--- src/rtl/bor_pkg.sv ---
// Package for the box overlap ratios unit.
// Register indexes and threshold width; no dependencies.
package bor_pkg;
  localparam int THR_W = 16;
  localparam int CFG_IDX_W = 1;
  localparam logic [CFG_IDX_W-1:0] CFG_MATCH_THR = 1'b0;
  localparam logic [CFG_IDX_W-1:0] CFG_IOU_THR   = 1'b1;
endpackage

--- src/rtl/bor_div.sv ---
// Pipelined fractional divider, one quotient bit per stage.
// Requires num <= den; gives floor(num * 2^(QB-1) / den). No dependencies.
module bor_div #(
  parameter int W  = 25,
  parameter int QB = 16
) (
  input  logic          clk,
  input  logic [W-1:0]  num,
  input  logic [W-1:0]  den,
  output logic [QB-1:0] quot
);
  logic [W-1:0]  rem_r [QB];
  logic [W-1:0]  den_r [QB];
  logic [QB-1:0] q_r   [QB];

  for (genvar i = 0; i < QB; i++) begin : g_stage
    logic [W:0]    shifted;
    logic [W-1:0]  d_src;
    logic [QB-1:0] q_src;
    logic          ge;
    logic [W:0]    diff;
    if (i == 0) begin : g_first
      assign shifted = {1'b0, num};
      assign d_src   = den;
      assign q_src   = '0;
    end else begin : g_next
      assign shifted = {rem_r[i-1], 1'b0};
      assign d_src   = den_r[i-1];
      assign q_src   = q_r[i-1];
    end
    assign ge   = shifted >= {1'b0, d_src};
    assign diff = shifted - {1'b0, d_src};
    always_ff @(posedge clk) begin
      rem_r[i] <= ge ? diff[W-1:0] : shifted[W-1:0];
      den_r[i] <= d_src;
      q_r[i]   <= {q_src[QB-2:0], ge};
    end
  end

  assign quot = q_r[QB-1];
endmodule

--- src/rtl/box_overlap_ratios_unit.sv ---
// Top level of the box overlap ratios unit: IoU and containment of two boxes.
// Depends on bor_pkg and bor_div.
//
// Usage: drive the eight box fields and pulse start; busy stays low, so a
// transfer is taken every cycle start is high. Each item yields one result,
// shown for one cycle with out_valid high. Throughput is one item per cycle.
// The pipeline has three arithmetic stages (overlap, products, union and
// minimum), one divider stage per quotient bit, and the output register:
// RATIO_FRAC_BITS + 5 registers, the first loaded at the transfer edge.
// Both ratios are divided in parallel by two pipelined dividers.
// Thresholds are written through cfg_we/cfg_index/cfg_data while idle.
// Reset (synchronous, rst_n low) clears all valid bits, dropping items in
// flight, and loads the default thresholds. The receiver cannot stall:
// results are not held.
module box_overlap_ratios_unit #(
  parameter int COORD_BITS      = 12,
  parameter int RATIO_FRAC_BITS = 15
) (
  input  logic                         clk,
  input  logic                         rst_n,
  input  logic                         start,
  output logic                         busy,
  input  logic [COORD_BITS-1:0]        in_a_x,
  input  logic [COORD_BITS-1:0]        in_a_y,
  input  logic [COORD_BITS-1:0]        in_a_width,
  input  logic [COORD_BITS-1:0]        in_a_height,
  input  logic [COORD_BITS-1:0]        in_b_x,
  input  logic [COORD_BITS-1:0]        in_b_y,
  input  logic [COORD_BITS-1:0]        in_b_width,
  input  logic [COORD_BITS-1:0]        in_b_height,
  input  logic                         cfg_we,
  input  logic [bor_pkg::CFG_IDX_W-1:0] cfg_index,
  input  logic [bor_pkg::THR_W-1:0]    cfg_data,
  output logic                         out_valid,
  output logic [RATIO_FRAC_BITS:0]     out_iou_ratio,
  output logic [RATIO_FRAC_BITS:0]     out_containment_ratio,
  output logic                         out_boxes_matched,
  output logic                         out_iou_above,
  output logic                         out_degenerate
);
  localparam int C  = COORD_BITS;
  localparam int AW = 2 * C;
  localparam int UW = AW + 1;
  localparam int QB = RATIO_FRAC_BITS + 1;
  localparam int CW = (QB > bor_pkg::THR_W) ? QB : bor_pkg::THR_W;
  localparam logic [bor_pkg::THR_W-1:0] MATCH_RST = 16'd19661;
  localparam logic [bor_pkg::THR_W-1:0] IOU_RST   = 16'd16384;

  logic [bor_pkg::THR_W-1:0] match_thr_r, iou_thr_r;

  always_ff @(posedge clk) begin
    if (!rst_n) begin
      match_thr_r <= MATCH_RST;
      iou_thr_r   <= IOU_RST;
    end else if (cfg_we) begin
      case (cfg_index)
        bor_pkg::CFG_MATCH_THR: match_thr_r <= cfg_data;
        bor_pkg::CFG_IOU_THR:   iou_thr_r   <= cfg_data;
        default: ;
      endcase
    end
  end

  assign busy = 1'b0;
  logic in_xfer;
  assign in_xfer = start & ~busy;

  // stage 1: overlap lengths
  function automatic logic [C-1:0] ovl(input logic [C-1:0] s0, input logic [C-1:0] l0,
                                       input logic [C-1:0] s1, input logic [C-1:0] l1);
    logic [C:0] e0, e1, hi, lo;
    e0 = {1'b0, s0} + {1'b0, l0};
    e1 = {1'b0, s1} + {1'b0, l1};
    lo = (s0 > s1) ? {1'b0, s0} : {1'b0, s1};
    hi = (e0 < e1) ? e0 : e1;
    ovl = (hi > lo) ? C'(hi - lo) : '0;
  endfunction

  logic         s1_v_r;
  logic [C-1:0] wx_r, wy_r, aw_r, ah_r, bw_r, bh_r;

  always_ff @(posedge clk) begin
    if (!rst_n) s1_v_r <= 1'b0;
    else        s1_v_r <= in_xfer;
    wx_r <= ovl(in_a_x, in_a_width, in_b_x, in_b_width);
    wy_r <= ovl(in_a_y, in_a_height, in_b_y, in_b_height);
    aw_r <= in_a_width;
    ah_r <= in_a_height;
    bw_r <= in_b_width;
    bh_r <= in_b_height;
  end

  // stage 2: products
  logic          s2_v_r;
  logic [AW-1:0] inter_r, area_a_r, area_b_r;

  always_ff @(posedge clk) begin
    if (!rst_n) s2_v_r <= 1'b0;
    else        s2_v_r <= s1_v_r;
    inter_r  <= {{C{1'b0}}, wx_r} * {{C{1'b0}}, wy_r};
    area_a_r <= {{C{1'b0}}, aw_r} * {{C{1'b0}}, ah_r};
    area_b_r <= {{C{1'b0}}, bw_r} * {{C{1'b0}}, bh_r};
  end

  // stage 3: union, smaller area, flags
  logic          s3_v_r, s3_dg_r, s3_uz_r;
  logic [UW-1:0] num_r, uni_r, amin_r;

  always_ff @(posedge clk) begin
    if (!rst_n) s3_v_r <= 1'b0;
    else        s3_v_r <= s2_v_r;
    num_r   <= {1'b0, inter_r};
    uni_r   <= {1'b0, area_a_r} + {1'b0, area_b_r} - {1'b0, inter_r};
    amin_r  <= {1'b0, (area_a_r < area_b_r) ? area_a_r : area_b_r};
    s3_dg_r <= (area_a_r == '0) || (area_b_r == '0);
    s3_uz_r <= (area_a_r == '0) && (area_b_r == '0);
  end

  logic [QB-1:0] q_iou, q_cont;

  bor_div #(.W(UW), .QB(QB)) u_div_iou (
    .clk(clk), .num(num_r), .den(uni_r), .quot(q_iou)
  );
  bor_div #(.W(UW), .QB(QB)) u_div_cont (
    .clk(clk), .num(num_r), .den(amin_r), .quot(q_cont)
  );

  logic [QB-1:0] v_pipe_r, dg_pipe_r, uz_pipe_r;

  always_ff @(posedge clk) begin
    if (!rst_n) v_pipe_r <= '0;
    else        v_pipe_r <= {v_pipe_r[QB-2:0], s3_v_r};
    dg_pipe_r <= {dg_pipe_r[QB-2:0], s3_dg_r};
    uz_pipe_r <= {uz_pipe_r[QB-2:0], s3_uz_r};
  end

  // output register
  logic [QB-1:0] iou_nxt, cont_nxt;
  assign iou_nxt  = uz_pipe_r[QB-1] ? '0 : q_iou;
  assign cont_nxt = dg_pipe_r[QB-1] ? '0 : q_cont;

  always_ff @(posedge clk) begin
    if (!rst_n) out_valid <= 1'b0;
    else        out_valid <= v_pipe_r[QB-1];
    out_iou_ratio         <= iou_nxt;
    out_containment_ratio <= cont_nxt;
    out_boxes_matched     <= CW'(cont_nxt) > CW'(match_thr_r);
    out_iou_above         <= CW'(iou_nxt) > CW'(iou_thr_r);
    out_degenerate        <= dg_pipe_r[QB-1];
  end
endmodule

--- config.mk ---
export PLATFORM = sky130hd
export DESIGN_NAME = box_overlap_ratios_unit
export DESIGN_NICKNAME = d
export VERILOG_FILES = /design/src/rtl/bor_pkg.sv /design/src/rtl/bor_div.sv /design/src/rtl/box_overlap_ratios_unit.sv
export SDC_FILE = /design/constraint.sdc
export NUM_CORES = 2
export LEC_CHECK = 0
export CAP_MARGIN = 20
export CORE_AREA = 3 3 482 484
export DETAILED_ROUTE_END_ITERATION = 8
export DIE_AREA = 0 0 485 487
export DONT_BUFFER_PORTS = 1
export PLACE_DENSITY = 0.74
export REMOVE_ABC_BUFFERS = 1
export SYNTH_ARGS = -nofsm -noshare
export SYNTH_HDL_FRONTEND = slang
export SYNTH_HIERARCHICAL = 1
export SYNTH_SLANG_ARGS = --single-unit
--- constraint.sdc ---
create_clock -name clk -period 10.25 [get_ports clk]
set_clock_uncertainty 0.1 [all_clocks]
set_input_delay 2.05 -clock clk [delete_from_list [all_inputs] [get_ports clk]]
set_output_delay 2.05 -clock clk [all_outputs]
set_load 0.1 [all_outputs]
==> metrics.md <==
| Metric | Value |
|---|---|
| Starting Density | 50.1% |
| CP max stage cell | o311ai_0 |
| Routed wire length | 240000 µm |
| Final nets | 13900 |
| Number of H-tree levels | 4 |
| Final period util | 72.4% |
| Crit path DAT | 8.01 ns |
| Buffers on Ports | 0 |
| Layout area overhead | 9.18% |
| Final Max Tran Viols | 0 |
| Sequential-to-total area share from yosys stat | 37.0% |
| Worst-Margin Slew | 1.04 ns |
| Synthesized area | 114000 µm² |
| DR WL/cell | 15.6 µm |
| Global route overflow | 0 |
| Antenna Nets Post-Route | 0 |
| GRT Total Usage | 20.0% |
| CTS Buf Count | 213 |
| Crit end category | flop |
| Commonest cells in the netlist | dfxtp_1, inv_1, ha_1, nand2_1, a21oi_1 |
| Final-report hold violation count | 0 |
| Via count | 81800 |
| CTS Root Cell | clkbuf_16 |
| FF+latch count, synth | 2110 |
| YS warnings | 6 |
| Area leader, netlist | dfxtp_1 |
| Die Y | 487 µm |
| Slew headroom | 30.7% |
| Antenna violations before repair | 1 |
| Unrepaired setup endpoints after global routing | no |
| Clk_lat worst skew | 0.85 ns |
| Crit path from | in_b_x[0] |
| Row cnt | 175 |
| Max-Cap Viols | 0 |
| Syn Area/Cell | 9.35 µm² |
| Kind of critical path | in -> reg |
| Number of global-route vias before repair | 82000 |
| Die Wd | 485 µm |
| Synth unique cells | 119 |
| TNS Setup | 0 ns |
| CTS tree | yes |
| Resize count post-CTS | 0 |
| First-pass GRT wire length | 398000 µm |
| Share of layout cells above drive strength 1 | 6.94% |
| Status | finished clean |
| Synth area leaders | dfxtp_1, ha_1, fa_1 |
| Fmax | 0.135 GHz |
| DRC | 0 |
| CP dominant cell by count | a21oi_1 |
| Routability cong. | 0.910 |
| Final Cell Area | 125000 µm² |
| WHS | 0.200 ns |
| Clock slew at reported path FFs | 0.06 ns |
| Setup repair bufs after CTS | 0 |
| Setup Viol. Count Final | 0 |
| Period minus WS final | 7.42 ns |
| First drt pass iteration count | 6 |
| Main synth FF type | dfxtp_1 |
| Post-synth EDFFs | 0 |
| Hold-fix buffers, CTS | 0 |
| Vias per cell | 5.31 |
| DR iter-0 viols | 3812 |
| I/O pin count | 154 |
| Mapped Cells | 12200 |
| Clock Path Buffers | 3 |
| Placed Instance Area | 117000 µm² |
| Most frequent cell after synthesis | dfxtp_1 |
| Worst-path fanout max | 13 |
| Largest net degree at the start of global routing | 53 |
| HPWL after DPL | 188000 µm |
| CP Data Required Time | 10.84 ns |
| Core area | 228000 µm² |
| Die footprint | 236000 µm² |
| Startpoint Class | input pin |
| Highest cell delay on the worst timing path | 0.54 ns |
| Reg2reg start | wy_r[5] |
| Synth top area share | 37.0% |
| TritonCTS Sinks | 2110 |
| Critical hold path startpoint | u_div_cont/q_r[11][10] |
| FFs w/ async S/R, synth | 0% |
| Worst hold path class | reg -> reg |
[cells in the final DEF, fill, tap and decap left out, drive strengths merged, types with 298 or more instances in the layout]
master / netlist / routed
fa: 360 / 360
clkbuf: 181 / 298
a21o: 412 / 412
a21oi: 742 / 742
o21ai: 633 / 633
inv: 1635 / 1642
nor2: 604 / 604
xnor2: 455 / 455
nand2: 923 / 923
mux2: 379 / 379
dfxtp: 2110 / 2110
ha: 1182 / 1182
[routing by layer]
layer | wire length, µm | up-vias | global-route usage [%]
met5 | 0 | - | 0
met4 | 11700 | 0 | 9.50
met3 | 10100 | 557 | 3.05
met2 | 117000 | 1760 | 36.2
met1 | 101000 | 38100 | 23.2
li1 | - | 41400 | -
[sequential cells by signal, summed over array words and instances (netlist names), 24 cells and up]
signal	flops
amin_r	24
area_a_r	24
area_b_r	24
inter_r	24
num_r	24
u_div_cont/den_r	375
u_div_cont/q_r	136
u_div_cont/rem_r	375
u_div_iou/den_r	375
u_div_iou/q_r	136
u_div_iou/rem_r	375
uni_r	25
[critical path, delay by kind of cell]
kind,cells,cell delay [ns]
AOI/OAI and AO/OA,15,3.28
xor gates and xnor gates,1,0.35
adders and majority gates,4,1.05
buffers and inverters,2,0.30
muxes,1,0.23
and+or+nand+nor,6,0.73
[final cells by class]
class	instances	area [µm²]
well taps	3009	3760
diodes	2	5.00
clock inverters	98	1470
clock buffers	298	6130
multi-input cells	8218	64600
repair buffers	31	253
inverters	1635	6140
flip-flops and latches	2110	42200
fillers	20100	103000
[worst paths after layout]
| path | slack, ns | end | depth (start not counted) |
|---|---|---|---|
| max | 2.83 | wx_r[3] | 29 |
| min | 0.20 | u_div_cont/q_r[12][11] | 0 |
| max reg2reg | 3.99 | inter_r[23] | 20 |
| min reg2reg | 0.20 | u_div_cont/q_r[12][11] | 0 |
[cells by family (layout without fill, tap and decap cells)]
family	count (synthesis)	after routing	synth area share, %
AOI/OAI and AO/OA	2662	2662	15.1
xor gates and xnor gates	727	727	5.58
adders and majority gates	1542	1542	19.3
buffers and inverters	1889	2062	6.45
DFF	2110	2110	37.0
muxes	459	459	4.60
other	1	9	0.00329
and+or+nand+nor	2821	2821	12.0
[metrics by stage]
step / util [%] / instances / worst slack, ns
final: 54.7 / 15400 / 2.83
after global routing: 54.7 / 15400 / 2.43
after CTS: 54.7 / 15400 / 2.53
after detailed placement: 51.4 / 15000 / 1.69
after global placement: 51.4 / 15000 / 1.63
after floorplan: - / 12000 / 2.78
Power is not shown: default switching activity piles up to over one toggle a cycle in this logic, so the estimate is an artifact.
